--- src/rtl/efsa_pkg.sv ---
// Types and constants of the earliest-free server allocator
package efsa_pkg;

   localparam int MAX_SERVERS = 16;
   localparam int TIME_W      = 32;
   localparam int NUM_W       = 5;
   localparam int SRV_W       = 5;
   localparam int IDX_W       = (MAX_SERVERS > 1) ? $clog2(MAX_SERVERS) : 1;
   localparam int CNT_W       = $clog2(MAX_SERVERS + 1);

   localparam logic [NUM_W-1:0] NUM_SERVERS_RESET = NUM_W'(16);

   typedef struct packed {
      logic [TIME_W-1:0] arrival_time;
      logic [TIME_W-1:0] completion_time;
   } req_item_type;

   typedef struct packed {
      logic             accepted;
      logic [SRV_W-1:0] server_number;
   } rsp_item_type;

   // Control of the shared minimum tracker
   typedef struct packed {
      logic clear;
      logic sample;
   } scan_ctl_type;

   // Running result of the minimum tracker
   typedef struct packed {
      logic              found;
      logic [IDX_W-1:0]  idx;
      logic [TIME_W-1:0] best_time;
   } min_result_type;

endpackage

--- src/rtl/earliest_free_server_allocator.sv ---
// Top level of the earliest-free server allocator
//
//   channel | direction | handshake           | payload
//   req     | in        | req_valid/req_stall | req_item (arrival_time, completion_time)
//   rsp     | out       | rsp_valid/rsp_stall | rsp_item (accepted, server_number)
//   csr     | in        | csr_wr_en           | csr_wr_data (num_servers)
//
// An item is handled by a serial scan of the busy-until RAM through its single registered
// read port over the U opened servers within the limit (at most 16); when U is zero the
// scan is skipped and the block goes straight to its decision.
// Reset is synchronous and active high; it clears the opened count and sets the limit to 16.
// req_stall is high from acceptance until the result is loaded into the output register.
// A stalled result holds the block in its decision cycle only if a new result is ready.
module earliest_free_server_allocator (
   input  logic                          clock,
   input  logic                          reset,
   input  logic                          req_valid,
   output logic                          req_stall,
   input  efsa_pkg::req_item_type        req_item,
   output logic                          rsp_valid,
   input  logic                          rsp_stall,
   output efsa_pkg::rsp_item_type        rsp_item,
   input  logic                          csr_wr_en,
   input  logic [efsa_pkg::NUM_W-1:0]    csr_wr_data
);

   import efsa_pkg::*;

   localparam logic [1:0] ST_IDLE   = 2'd0;
   localparam logic [1:0] ST_SCAN   = 2'd1;
   localparam logic [1:0] ST_DRAIN  = 2'd2;
   localparam logic [1:0] ST_DECIDE = 2'd3;

   logic [1:0]        state_ff, state_in;
   logic [TIME_W-1:0] arrival_ff, arrival_in;
   logic [TIME_W-1:0] completion_ff, completion_in;
   logic [CNT_W-1:0]  limit_ff, limit_in;
   logic [CNT_W-1:0]  usable_ff, usable_in;
   logic [IDX_W-1:0]  cnt_ff, cnt_in;
   logic              rd_valid_ff, rd_valid_in;
   logic [IDX_W-1:0]  rd_idx_ff, rd_idx_in;
   logic [CNT_W-1:0]  opened_ff, opened_in;
   logic [NUM_W-1:0]  num_servers_ff, num_servers_in;
   logic              rsp_valid_ff, rsp_valid_in;
   rsp_item_type      rsp_item_ff, rsp_item_in;

   logic              req_accept;
   logic [CNT_W-1:0]  limit_now;
   logic [CNT_W-1:0]  usable_now;
   logic              last_issue;
   logic              out_free;
   logic              reuse;
   logic              open_new;
   logic              wr_en;
   logic [IDX_W-1:0]  wr_addr;
   logic [TIME_W-1:0] rd_data;
   scan_ctl_type      scan_ctl;
   min_result_type    min_res;

   assign req_stall  = (state_ff != ST_IDLE);
   assign req_accept = req_valid && !req_stall;

   // Saturate the limit and clip the opened count to it
   always_comb begin
      if (32'(num_servers_ff) > 32'(MAX_SERVERS)) begin
         limit_now = CNT_W'(MAX_SERVERS);
      end else begin
         limit_now = CNT_W'(num_servers_ff);
      end
      usable_now = (opened_ff < limit_now) ? opened_ff : limit_now;
   end

   assign last_issue = ((CNT_W'(cnt_ff) + CNT_W'(1)) == usable_ff);
   assign out_free   = !rsp_valid_ff || !rsp_stall;

   // Pick reuse, opening or rejection from the scan result
   assign reuse    = min_res.found && (min_res.best_time <= arrival_ff);
   assign open_new = !reuse && (opened_ff < limit_ff);
   assign wr_en    = (state_ff == ST_DECIDE) && out_free && (reuse || open_new);
   assign wr_addr  = reuse ? min_res.idx : opened_ff[IDX_W-1:0];

   assign scan_ctl.clear  = req_accept;
   assign scan_ctl.sample = rd_valid_ff;

   // Sequence the scan and the decision
   always_comb begin
      state_in       = state_ff;
      arrival_in     = arrival_ff;
      completion_in  = completion_ff;
      limit_in       = limit_ff;
      usable_in      = usable_ff;
      cnt_in         = cnt_ff;
      rd_valid_in    = 1'b0;
      rd_idx_in      = rd_idx_ff;
      opened_in      = opened_ff;
      num_servers_in = csr_wr_en ? csr_wr_data : num_servers_ff;
      rsp_valid_in   = rsp_valid_ff && rsp_stall;
      rsp_item_in    = rsp_item_ff;
      case (state_ff)
         ST_IDLE: begin
            if (req_accept) begin
               arrival_in    = req_item.arrival_time;
               completion_in = req_item.completion_time;
               limit_in      = limit_now;
               usable_in     = usable_now;
               cnt_in        = '0;
               state_in      = (usable_now == '0) ? ST_DECIDE : ST_SCAN;
            end
         end
         ST_SCAN: begin
            rd_valid_in = 1'b1;
            rd_idx_in   = cnt_ff;
            cnt_in      = cnt_ff + IDX_W'(1);
            if (last_issue) begin
               state_in = ST_DRAIN;
            end
         end
         ST_DRAIN: begin
            state_in = ST_DECIDE;
         end
         ST_DECIDE: begin
            if (out_free) begin
               rsp_valid_in = 1'b1;
               if (reuse) begin
                  rsp_item_in.accepted      = 1'b1;
                  rsp_item_in.server_number = SRV_W'(32'(min_res.idx) + 32'd1);
               end else if (open_new) begin
                  rsp_item_in.accepted      = 1'b1;
                  rsp_item_in.server_number = SRV_W'(32'(opened_ff) + 32'd1);
                  opened_in                 = opened_ff + CNT_W'(1);
               end else begin
                  rsp_item_in.accepted      = 1'b0;
                  rsp_item_in.server_number = '0;
               end
               state_in = ST_IDLE;
            end
         end
         default: begin
            state_in = ST_IDLE;
         end
      endcase
   end

   always_ff @(posedge clock) begin
      if (reset) begin
         state_ff       <= ST_IDLE;
         rd_valid_ff    <= 1'b0;
         opened_ff      <= '0;
         num_servers_ff <= NUM_SERVERS_RESET;
         rsp_valid_ff   <= 1'b0;
      end else begin
         state_ff       <= state_in;
         rd_valid_ff    <= rd_valid_in;
         opened_ff      <= opened_in;
         num_servers_ff <= num_servers_in;
         rsp_valid_ff   <= rsp_valid_in;
      end
      arrival_ff    <= arrival_in;
      completion_ff <= completion_in;
      limit_ff      <= limit_in;
      usable_ff     <= usable_in;
      cnt_ff        <= cnt_in;
      rd_idx_ff     <= rd_idx_in;
      rsp_item_ff   <= rsp_item_in;
   end

   // Busy-until times, one entry per server
   efsa_ram #(
      .WIDTH (TIME_W),
      .DEPTH (MAX_SERVERS)
   ) u_busy_ram (
      .clock   (clock),
      .wr_en   (wr_en),
      .wr_addr (wr_addr),
      .wr_data (completion_ff),
      .rd_addr (cnt_ff),
      .rd_data (rd_data)
   );

   // Earliest-time tracker fed by the scan
   efsa_min_unit u_min_unit (
      .clock (clock),
      .reset (reset),
      .ctl   (scan_ctl),
      .idx   (rd_idx_ff),
      .data  (rd_data),
      .res   (min_res)
   );

   assign rsp_valid = rsp_valid_ff;
   assign rsp_item  = rsp_item_ff;

endmodule

--- src/rtl/efsa_ram.sv ---
// Generic single-port-write, registered-read RAM
module efsa_ram #(
   parameter int WIDTH = 32,
   parameter int DEPTH = 16
) (
   input  logic                                        clock,
   input  logic                                        wr_en,
   input  logic [((DEPTH > 1) ? $clog2(DEPTH) : 1)-1:0] wr_addr,
   input  logic [WIDTH-1:0]                            wr_data,
   input  logic [((DEPTH > 1) ? $clog2(DEPTH) : 1)-1:0] rd_addr,
   output logic [WIDTH-1:0]                            rd_data
);

   logic [WIDTH-1:0] mem_ff [DEPTH];
   logic [WIDTH-1:0] rd_data_ff;

   // Write one entry, register the read word
   always_ff @(posedge clock) begin
      if (wr_en) begin
         mem_ff[wr_addr] <= wr_data;
      end
      rd_data_ff <= mem_ff[rd_addr];
   end

   assign rd_data = rd_data_ff;

endmodule

--- src/rtl/efsa_min_unit.sv ---
// Shared compare unit that tracks the earliest busy-until time over a scan
module efsa_min_unit (
   input  logic                           clock,
   input  logic                           reset,
   input  efsa_pkg::scan_ctl_type         ctl,
   input  logic [efsa_pkg::IDX_W-1:0]     idx,
   input  logic [efsa_pkg::TIME_W-1:0]    data,
   output efsa_pkg::min_result_type       res
);

   import efsa_pkg::*;

   logic              found_ff, found_in;
   logic [IDX_W-1:0]  idx_ff, idx_in;
   logic [TIME_W-1:0] best_ff, best_in;

   // Keep the first strictly smaller time, so ties go to the lowest index
   always_comb begin
      found_in = found_ff;
      idx_in   = idx_ff;
      best_in  = best_ff;
      if (ctl.clear) begin
         found_in = 1'b0;
      end else if (ctl.sample && (!found_ff || (data < best_ff))) begin
         found_in = 1'b1;
         idx_in   = idx;
         best_in  = data;
      end
   end

   always_ff @(posedge clock) begin
      if (reset) begin
         found_ff <= 1'b0;
      end else begin
         found_ff <= found_in;
      end
      idx_ff  <= idx_in;
      best_ff <= best_in;
   end

   assign res.found     = found_ff;
   assign res.idx       = idx_ff;
   assign res.best_time = best_ff;

endmodule

--- config.mk ---
export PLATFORM = sky130hd
export DESIGN_NAME = earliest_free_server_allocator
export DESIGN_NICKNAME = d
export VERILOG_FILES = /design/src/rtl/efsa_pkg.sv /design/src/rtl/earliest_free_server_allocator.sv /design/src/rtl/efsa_ram.sv /design/src/rtl/efsa_min_unit.sv
export SDC_FILE = /design/constraint.sdc
export NUM_CORES = 1
export LEC_CHECK = 0
export ABC_AREA = 1
export BUFFER_PORTS_ARGS = -buffer_cell sky130_fd_sc_hd__buf_2
export CAP_MARGIN = 20
export CORE_AREA = 3 3 268 270
export DETAILED_ROUTE_END_ITERATION = 8
export DIE_AREA = 0 0 271 273
export GPL_TIMING_DRIVEN = 0
export REMOVE_ABC_BUFFERS = 1
export SETUP_SLACK_MARGIN = 0.05
export SYNTH_ARGS = -nofsm -noshare
export SYNTH_HDL_FRONTEND = slang
export SYNTH_SLANG_ARGS = --single-unit
export TNS_END_PERCENT = 1
--- constraint.sdc ---
create_clock -name clock -period 3.7 [get_ports clock]
set_clock_uncertainty 0.05 [all_clocks]
set_input_delay 0.74 -clock clock [delete_from_list [all_inputs] [get_ports clock]]
set_output_delay 0.74 -clock clock [all_outputs]
set_load 0.01 [all_outputs]
Word level (Yosys, flattened, before mapping)
Memories as Yosys holds them, arrays and structs flattened. A register that Yosys moved wholly into a read port is not among the register bits.
Cells that the tools add are included.
Widths: inputs -> output; s select.
{"block": "totals", "ramBits": 512, "inputBits": 74, "reg_bits": 139, "output_inout_bits": 8, "n_memories": 1, "elab_cells": 79}
{"name": "u_busy_ram.mem_ff", "depth": 16, "word_bits": 32, "read_ports": 1, "rd_ports_with_merged_regs": 1, "write_ports": 1, "line_no": "efsa_ram.sv:14", "text": "logic [WIDTH-1:0] mem_ff [DEPTH];"}
{"block": "classes", "n_bitwise": 2, "mux": 17, "add_sub_neg": 5, "order_cmp": 5, "reduce_logical": 26, "eq_ne": 7}
{"operator": "$le 32x32->1", "n": 1}
{"operator": "$lt 32x32->1", "n": 1}
{"operator": "$mux 5", "n": 3}
{"operator": "$add 4x1->5 const B", "n": 2}
{"operator": "$add 5x1->5 const B", "n": 2}
{"operator": "$lt 5x5->1", "n": 2}
{"operator": "$mux 2", "n": 4}
{"operator": "$mux 4", "n": 2}
{"operator": "$pmux 2 s4", "n": 1}
{"operator": "$pmux 4 s2", "n": 1}
{"operator": "$reduce_and 2->1", "n": 4}
{"operator": "$logic_and 1x1->1", "n": 7}
{"operator": "$mux 6", "n": 1}
{"operator": "$ne 2x2->1 const B", "n": 3}
{"operator": "$eq 5x5->1", "n": 1}
{"operator": "$gt 5x5->1 const B", "n": 1}
{"operator": "$logic_not 1->1", "n": 5}
{"operator": "$logic_not 5->1", "n": 1}
{"operator": "$mux 1", "n": 5}
{"operator": "$add 4x1->4 const B", "n": 1}
{"operator": "$eq 2x2->1 const B", "n": 2}
{"operator": "$reduce_and 4->1", "n": 1}
{"operator": "$reduce_bool 2->1", "n": 2}
{"operator": "$logic_or 1x1->1", "n": 3}
{"operator": "5 further kinds", "n": 6}

Logic depth before layout (Yosys ltp)
Gate-level depths: netlist (run 1).
{"block": "logic_depth", "word_depth": 8, "ltp_mapped": 20, "ltp_nobuf": 20}

Cells and area by module
From an unflattened synthesis (run 1), not the netlist that was laid out.
{"block": "unflattened", "cells_unflattened": 2715, "hier_area_um2": 29444.5}
{"mod": "efsa_ram", "n_inst": 1, "cells_each": 2120, "seq_area_each_um2": 16015.4, "area_per_inst_um2": 22744.3}
{"mod": "earliest_free_server_allocator", "n_inst": 1, "cells_each": 419, "seq_area_each_um2": 2922.8, "area_per_inst_um2": 4740.8}
{"mod": "efsa_min_unit", "n_inst": 1, "cells_each": 176, "seq_area_each_um2": 1101.1, "area_per_inst_um2": 1959.4}

Least setup slack after synthesis (run 1)
No wires, ideal clock.
{"block": "synth_timing", "kind": "reg2reg", "startpoint": "register u_min_unit.best_ff[11]", "endpoint": "register u_min_unit.best_ff[0], enable pin", "synth_period_minus_slack_ns": 3.638, "required_time_ns": 3.209, "setup_slack_ns": 0.062, "setup_time_ns": 0.441, "n_path_buf": 0, "path_stages_with_launch": 12, "arrival_ns": 3.147, "cell_sequence": "edfxtp_1 -> inv_1 -> ha_1 -> a21oi_1 -> o21a_1 -> nor2_1 -> nor3_1 -> a21boi_0 -> nand2_1 -> nand2_1 -> nand2_1 -> a21oi_1"}
{"block": "synth_between", "elab_chain_cells": 4}
{"item": "start, declared", "line_no": "efsa_min_unit.sv:15", "text": "logic [TIME_W-1:0] best_ff, best_in;"}
{"item": "start signal, assigned", "line_no": "efsa_min_unit.sv:38", "text": "best_ff <= best_in;"}
{"item": "$lt 32x32->1", "line_no": "efsa_min_unit.sv:24", "text": "end else if (ctl.sample && (!found_ff || (data < best_ff))) begin"}
{"item": "$logic_or 1x1->1", "line_no": "efsa_min_unit.sv:24"}
{"item": "$logic_and 1x1->1", "line_no": "efsa_min_unit.sv:24"}
{"item": "$reduce_and 2->1 (no source line)"}
No other way between the ends.
A chain may end at the register's enable or synchronous reset.

Worst setup path in the final report (run 1)
{"block": "layout_timing", "startpoint": "register u_min_unit.best_ff[23]", "endpoint": "memory u_busy_ram.mem_ff[4][22], enable pin"}
{"block": "layout_between", "elab_chain_cells": 8, "elab_cells_between_ends": 9, "cone_classes": "order compare (1); mux (3); reduce/logical (5)"}
{"item": "$le 32x32->1 *", "line_no": "earliest_free_server_allocator.sv:77", "text": "assign reuse = min_res.found && (min_res.best_time <= arrival_ff);"}
{"item": "$logic_and 1x1->1 *", "line_no": "earliest_free_server_allocator.sv:77"}
{"item": "$logic_not 1->1", "line_no": "earliest_free_server_allocator.sv:78", "text": "assign open_new = !reuse && (opened_ff < limit_ff);"}
{"item": "$logic_and 1x1->1", "line_no": "earliest_free_server_allocator.sv:78"}
{"item": "$logic_or 1x1->1", "line_no": "earliest_free_server_allocator.sv:79", "text": "assign wr_en = (state_ff == ST_DECIDE) && out_free && (reuse || open_new);"}
{"item": "$logic_and 1x1->1", "line_no": "earliest_free_server_allocator.sv:79"}
{"item": "$mux 1", "line_no": "efsa_ram.sv:19", "text": "if (wr_en) begin"}
{"item": "$mux 1 (implied by the code)", "line_no": "efsa_ram.sv:20", "text": "mem_ff[wr_addr] <= wr_data;"}
{"item": "end, declared", "line_no": "efsa_ram.sv:14"}
Mark *: on every way between the ends. The rest lies on a longest branch, timed or not.

==> results of run 1 <==
critical path, stage by stage, from the launching register on:
cell,delay (ns)
edfxtp_1,0.40
ha_1,0.32
nand2_1,0.10
nor2_2,0.15
nand4_1,0.12
nor2_2,0.21
nand2_1,0.13
nand2_4,0.15
nand2_8,0.13
a21oi_4,0.23
nand3_2,0.24
nor2_4,0.74
buf_12,0.28
metrics by stage:
step	instance area [sq um]	util, %
2_1_floorplan	27300	-
3_3_place_gp	28900	41.4
3_5_place_dp	30400	43.6
4_1_cts	32700	46.9
5_1_grt	32800	46.9
6_report	32800	46.9
power breakdown:
| group | internal [mW] | switching [mW] | total (mW) |
|---|---|---|---|
| logic | 2.42 | 3.49 | 5.91 |
| registers | 9.42 | 0.661 | 10.1 |
| clock network | 3.86 | 2.90 | 6.76 |
routing by layer:
metal	global-route usage, %	up-vias
met1	23.6	8049
met4	5.83	0
met3	2.87	123
met2	28.2	454
li1	-	7557
met5	0	-
registers in the layout, indices dropped and copies added, names as in the netlist, 5 cells and up:
| signal | count |
|---|---|
| usable_ff | 5 |
| rsp_item | 6 |
| u_min_unit.best_ff | 32 |
| num_servers_ff | 5 |
| limit_ff | 5 |
| completion_ff | 32 |
| u_busy_ram.mem_ff | 512 |
| arrival_ff | 32 |
| opened_ff | 5 |
| u_busy_ram.rd_data | 32 |
cell usage in the layout, fill, tap and decap left out, types with 5 or more instances in the layout:
master and count:
a21oi_1 169, buf_12 18, buf_16 41, buf_2 81, clkbuf_1 29, clkbuf_16 75
clkbuf_8 5, clkinv_1 10, clkinv_2 5, dfxtp_1 47, edfxtp_1 636, ha_1 78
inv_1 229, mux2i_1 128, nand2_1 127, nand2_2 9, nand3_1 47, nand3_2 5
nand4_1 12, nor2_1 26, nor2_4 16, o211ai_1 131, o21ai_0 181, xor2_1 5
worst min-delay path by stage:
| stage | to | slack (ns) |
|---|---|---|
| 2_1_floorplan | u_min_unit.idx_ff[0] | 0.35 |
| 3_3_place_gp | u_min_unit.idx_ff[3] | 0.35 |
| 3_5_place_dp | u_min_unit.idx_ff[1] | 0.36 |
| 4_1_cts | arrival_ff[23] | 0.21 |
| 5_1_grt | completion_ff[3] | 0.22 |
| 6_report | completion_ff[24] | 0.25 |
area by class of cell:
| class | instances | area [sq um] |
|---|---|---|
| repair buffers | 141 | 1910 |
| fillers | 5983 | 37000 |
| clock inverters | 23 | 163 |
| diodes | 1 | 2.50 |
| well taps | 940 | 1180 |
| clock buffers | 109 | 2050 |
| flip-flops and latches | 683 | 20000 |
| inverters | 235 | 891 |
| multi-input cells | 972 | 6520 |
timing repair:
| action | in CTS | in global routing |
|---|---|---|
| cloned | 0 | 0 |
| setup buffers | 3 | 2 |
| pin swaps | 13 | 5 |
| endpoints found under the setup margin | 223 | 387 |
| gates resized for setup | 1 | 5 |
kinds of logic after synthesis:
family          Yosys count  share of synthesized area (%)
flops                   683                           72.2
fa+ha+maj                78                           3.52
simple gates            256                           4.12
xor+xnor                  9                          0.311
mux                     128                           4.62
compound gates          501                           10.4
buf+inv                 332                           4.84
==> reports/results.tsv, run 1 <==
metric	value	unit
status	completed	
worst reg-to-reg setup slack	0.07	ns
Root Buffer	clkbuf_16	
final wirelength	64000	um
setup TNS	0	ns
HPWL after DPL	40000	um
PD cells	695	nW/um^2
Vias	16200	
iteration-0 DRC count of the detailed router	1351	
Met1 Routed Length	28400	um
Fin. Hold Viols	0	
Register-to-Register Path Depth	12	
number of global-route vias before repair	16200	
Worst setup SP type	register	
WHS	0.249	ns
Rows	97	
Hold-fix buffers, CTS	0	
core area	69800	sq um
WP data required	3.95	ns
slew margin rel.	33.9	%
Total Power	22.8	mW
async set-reset flop share out of synthesis	0	%
layout cell share with drive strength beyond 1	13.1	%
reg2reg end	u_busy_ram.mem_ff[4][22]	
Clock Sinks	683	
Total Routing Usage GR	17.3	%
Layout Nets	2258	
Max FO, Critical Path	25	
Post-synth EDFFs	636	
CP Capture Type	register	
total grt overflow	0	
Tightest Hold Check Type	input port to register	
Die H	273	um
wire length on met3	3690	um
Commonest cells post-synth	636 x edfxtp_1, 231 x inv_1, 181 x o21ai_0	
drt via density	5.21	
I/O Buffers	81	
# setup viols final	0	
top_reg_cell synth	edfxtp_1	
first-pass GRT wire length	96600	um
met2 routed WL	30100	um
fin crit period	3.63	ns
synthesized area	27800	sq um
fin worst setup slack	0.0744	ns
number of synthesized register bits	683	
global placement routability congestion	0.778	
pin count of the biggest net entering global routing	85	
main area contributors after synthesis	edfxtp_1 69%, mux2i_1 4.6%, o211ai_1 3.5%	
count of warnings emitted by yosys	0	
Worst EP arrival	3.87	ns
DRC viols	0	
Synth top area share	68.8	%
cell taking the most area after synthesis	edfxtp_1	
DR WL/cell	20.6	um
Longest Clk Path Bufs	3	
H-tree lvl count	3	
IO Pins	82	
Final period util	98.0	%
CP startpoint	u_min_unit.best_ff[23]	
measured slew at the worst slew-check pin	0.991	ns
CTS buffer count	73	
full die area	74000	sq um
RSZ-0062 raised after global routing	yes	
hold_sp	req_item[24]	
Cells after Synth	1987	
Area Overhead vs Synth	18.0	%
Initial Util	39.8	%
Worst R2R Start	u_min_unit.best_ff[23]	
most frequent cell after synthesis	edfxtp_1	
Peak supply drop	0.000351	V
maximum operating frequency	276	MHz
max-cap violation count	0	
sequential-to-total area share from yosys stat	72.2	%
initial antenna violation count	1	
ANT nets after route	0	
post-synthesis average cell area	14.0	sq um
non-filler cells, final	3104	
CTS tree	built	
dpl cells	2966	
top sig layer	met4	
Reg clk slew, reported paths	0.06	ns
fin. max-slew vios	0	
Die X	271	um
Worst Setup Path Type	register to register	
Post-Place Setup Slack	-0.100	ns
Pleak	11.9	nW
Distinct cells, synth	43	
worst-skew pair later-pin latency	0.62	ns
WHS Path Cells	1	
Setup crit end	u_busy_ram.mem_ff[4][22]	
DRT Pass-1 Iters	7	
(Power assumes the default switching activity.)
==> run 2: changes to the inputs <==
--- a/config.mk
+++ b/config.mk
@@ -5,12 +5,11 @@
 export SDC_FILE = /design/constraint.sdc
 export NUM_CORES = 1
 export LEC_CHECK = 0
-export ABC_AREA = 1
 export BUFFER_PORTS_ARGS = -buffer_cell sky130_fd_sc_hd__buf_2
 export CAP_MARGIN = 20
-export CORE_AREA = 3 3 268 270
+export CORE_AREA = 3 3 263 265
 export DETAILED_ROUTE_END_ITERATION = 8
-export DIE_AREA = 0 0 271 273
+export DIE_AREA = 0 0 266 268
 export GPL_TIMING_DRIVEN = 0
 export REMOVE_ABC_BUFFERS = 1
 export SETUP_SLACK_MARGIN = 0.05
==> run 2 against run 1 <==
Compared with the run above: non-clock buffer count increased by 28; sequential share of layout area increased by 0.92 points; register-to-register slack improved by 0.02 ns; sequential cell count unchanged; maximum frequency increased by 0.48%; clock power increased by 6.1%; critical path depth unchanged; critical endpoint is now u_busy_ram.mem_ff[8][13].
==> reports/results.tsv, run 2 <==
metric	value	unit	change
most frequent CP cell	buf_4		
CP Capture Type	register		
dpl cells	2254		-24%
CTS buffer count	72		-1.4%
iteration-0 DRC count of the detailed router	1295		-4.1%
Final period util	97.5	%	-0.47 points
IO Pins	82		unchanged
Reg clk slew, reported paths	0.07	ns	about the same
initial antenna violation count	0		-1
async set-reset flop share out of synthesis	0	%	unchanged
worst reg-to-reg setup slack	0.09	ns	+0.02 ns
DR WL/cell	25.2	um	+22%
Longest Clk Path Bufs	3		unchanged
status	completed		
Clock Sinks	683		unchanged
WP data required	4.01	ns	+0.06 ns
reg2reg end	u_busy_ram.mem_ff[8][13]		
most common cell after layout, fill and taps aside	edfxtp_1		
Vias	13000		-19%
Critical-path top delay cell	mux2i_2		
slowest stage delay, CP	0.61	ns	-0.13 ns
sequential-to-total area share from yosys stat	75.0	%	+2.8 points
WHS Path Cells	1		unchanged
CTS tree	built		
Root Buffer	clkbuf_16		
fin worst setup slack	0.0916	ns	+0.0172 ns
Hold-fix buffers, CTS	0		unchanged
Post-synth EDFFs	636		unchanged
hold_sp	req_item[21]		
count of warnings emitted by yosys	0		unchanged
antenna cells	0		-1
H-tree lvl count	3		unchanged
Post-Place Setup Slack	-1.17	ns	-1.07 ns
Synth top area share	71.5	%	+2.7 points
Rows	95		-2.1%
PD cells	715	nW/um^2	+2.9%
Register-to-Register Path Depth	12		unchanged
maximum operating frequency	277	MHz	+0.48%
Min-Delay Endpoint	completion_ff[21]		
worst-skew pair later-pin latency	0.62	ns	about the same
Total Routing Usage GR	17.4	%	+0.17 points
total grt overflow	0		unchanged
cell taking the most area after synthesis	edfxtp_1		
layout cell share with drive strength beyond 1	30.8	%	+18 points
fin crit period	3.61	ns	-0.0172 ns
main area contributors after synthesis	edfxtp_1 72%, mux4_2 13%, ha_1 3.7%		
top_reg_cell synth	edfxtp_1		
most frequent cell after synthesis	edfxtp_1		
HPWL after DPL	37300	um	-6.9%
full die area	71300	sq um	-3.6%
Worst Setup Path Type	register to register		
Tightest Hold Check Type	input port to register		
most frequent cells in the layout	636 x edfxtp_1, 160 x mux4_2, 81 x buf_2		
Die X	266	um	-1.8%
max FFs per register	512		unchanged
drt via density	5.37		+3.0%
Commonest cells post-synth	636 x edfxtp_1, 160 x mux4_2, 81 x inv_1		
max-cap violation count	0		unchanged
# setup viols final	0		unchanged
Initial Util	39.8	%	+0.062 points
non-filler cells, final	2427		-22%
Layout Nets	1648		-27%
ANT nets after route	0		unchanged
synthesized area	26700	sq um	-3.8%
slew margin rel.	48.3	%	+14 points
Max FO, Critical Path	7		-72%
Pleak	11.1	nW	-7.0%
Die H	268	um	-1.8%
Worst setup SP type	register		
RSZ-0062 raised after global routing	yes		
Distinct cells, synth	53		+23%
number of global-route vias before repair	13600		-16%
Worst R2R Start	arrival_ff[29]		
I/O Buffers	81		unchanged
DRT Pass-1 Iters	5		-2
number of synthesized register bits	683		unchanged
final wirelength	61100	um	-4.6%
CP Cell Sequence	inv_1 > ha_1 > a21o_1 > a21o_1 > a221oi_2 > nand2_2 > o21ai_4 > buf_4 > mux2i_2 > nor2_4 > buf_4 > buf_4		
Peak supply drop	0.000349	V	-0.54%
pin count of the biggest net entering global routing	40		-53%
global placement routability congestion	0.778		about the same
Fin. Hold Viols	0		unchanged
Cells after Synth	1298		-35%
DRC viols	0		unchanged
Largest Register	u_busy_ram.mem_ff		
Worst EP arrival	3.92	ns	+0.05 ns
first-pass GRT wire length	90200	um	-6.6%
measured slew at the worst slew-check pin	0.774	ns	-0.217 ns
Area Overhead vs Synth	20.8	%	
fillers	5481		-8.4%
fin. max-slew vios	0		unchanged
post-synthesis average cell area	20.6	sq um	+47%
core area	67000	sq um	-3.9%
==> run 2: cell types whose count changed after synthesis, sizes merged, moves of 9 or more <==
| cell | delta |
|---|---|
| a21o | +19 |
| a21oi | -140 |
| buf | -19 |
| clkbuf | -32 |
| inv | -152 |
| mux2i | -115 |
| mux4 | +160 |
| nand2 | -110 |
| nand2b | +9 |
| nand3 | -43 |
| o211ai | -129 |
| o21ai | -169 |
==> run 2: area by class of cell <==
type	count	area [sq um]	area share (%)
repair buffers	169	2050	6.36
well taps	873	1090	3.38
multi-input cells	489	6400	19.8
inverters	81	307	0.950
clock inverters	36	413	1.28
clock buffers	96	1960	6.08
flip-flops and latches	683	20000	62.1
==> run 2: kinds of logic (layout without fill, tap and decap cells) <==
family	Yosys count	in the layout	synth area share (%)
fa+ha+maj	78	78	3.65
xor+xnor	10	10	0.328
buf+inv	127	382	1.94
flops	683	683	75.0
simple gates	126	126	2.43
mux	181	181	14.3
compound gates	93	94	2.29
==> run 2: how the worst max path moves through the flow <==
stage / from / to / slack [ns] / depth (start not counted)
floorplan: cnt_ff[0] / state_ff[1] / -3.26 / 8
detailed placement: arrival_ff[5] / u_busy_ram.mem_ff[8][0] / -1.17 / 10
finish: arrival_ff[29] / u_busy_ram.mem_ff[8][13] / 0.09 / 12
global route: arrival_ff[29] / u_busy_ram.mem_ff[3][3] / 0.02 / 11
CTS: opened_ff[1] / u_busy_ram.mem_ff[0][27] / 0.04 / 9
global placement: cnt_ff[0] / state_ff[1] / -6.07 / 8
==> run 2: worst max-delay path, delay by kind of cell, from the launching register on <==
family	cells	cell delay (ns)
buffers and inverters	4	0.69
and+or+nand+nor	2	0.24
AOI/OAI and AO/OA	4	1.12
muxes	1	0.61
DFF	1	0.37
adders and majority gates	1	0.26
==> run 2: repair_timing <==
item                       CTS  global route
gates cloned                 1             0
pin swaps                   16             1
resized for setup           18             2
buffers inserted            38             2
setup endpoints to repair  512            79
==> run 2: where the power goes <==
part           switching (mW)  total (mW)  internal [mW]
clock network            2.98        7.17           4.19
logic                    2.57        5.69           3.12
registers               0.692        10.2           9.51
==> run 2: metal layers <==
layer  vias up  wire [um]  track usage, %  share of wire, %
met2       405      28700            27.5                47
met1      6863      27400            25.2                45
met5         -          0               0                 0
met3       101       3440            3.00               5.6
li1       5661          -               -                 -
met4         0       1450            5.05               2.4
==> run 2: metrics by stage <==
| stage | TNS [ns] | instance area (sq um) | hold slack, ns | util (%) | power, mW |
|---|---|---|---|---|---|
| floorplan | -398.72 | 26500 | 0.350 | - | 13.7 |
| global route | 0 | 32300 | 0.209 | 48.1 | 24.1 |
| finish | 0 | 32300 | 0.245 | 48.1 | 23.1 |
| global placement | -2157.68 | 28000 | 0.353 | 41.8 | 14.3 |
| CTS | 0 | 32200 | 0.206 | 48.1 | 23.3 |
| detailed placement | -485.07 | 29300 | 0.361 | 43.7 | 16.0 |
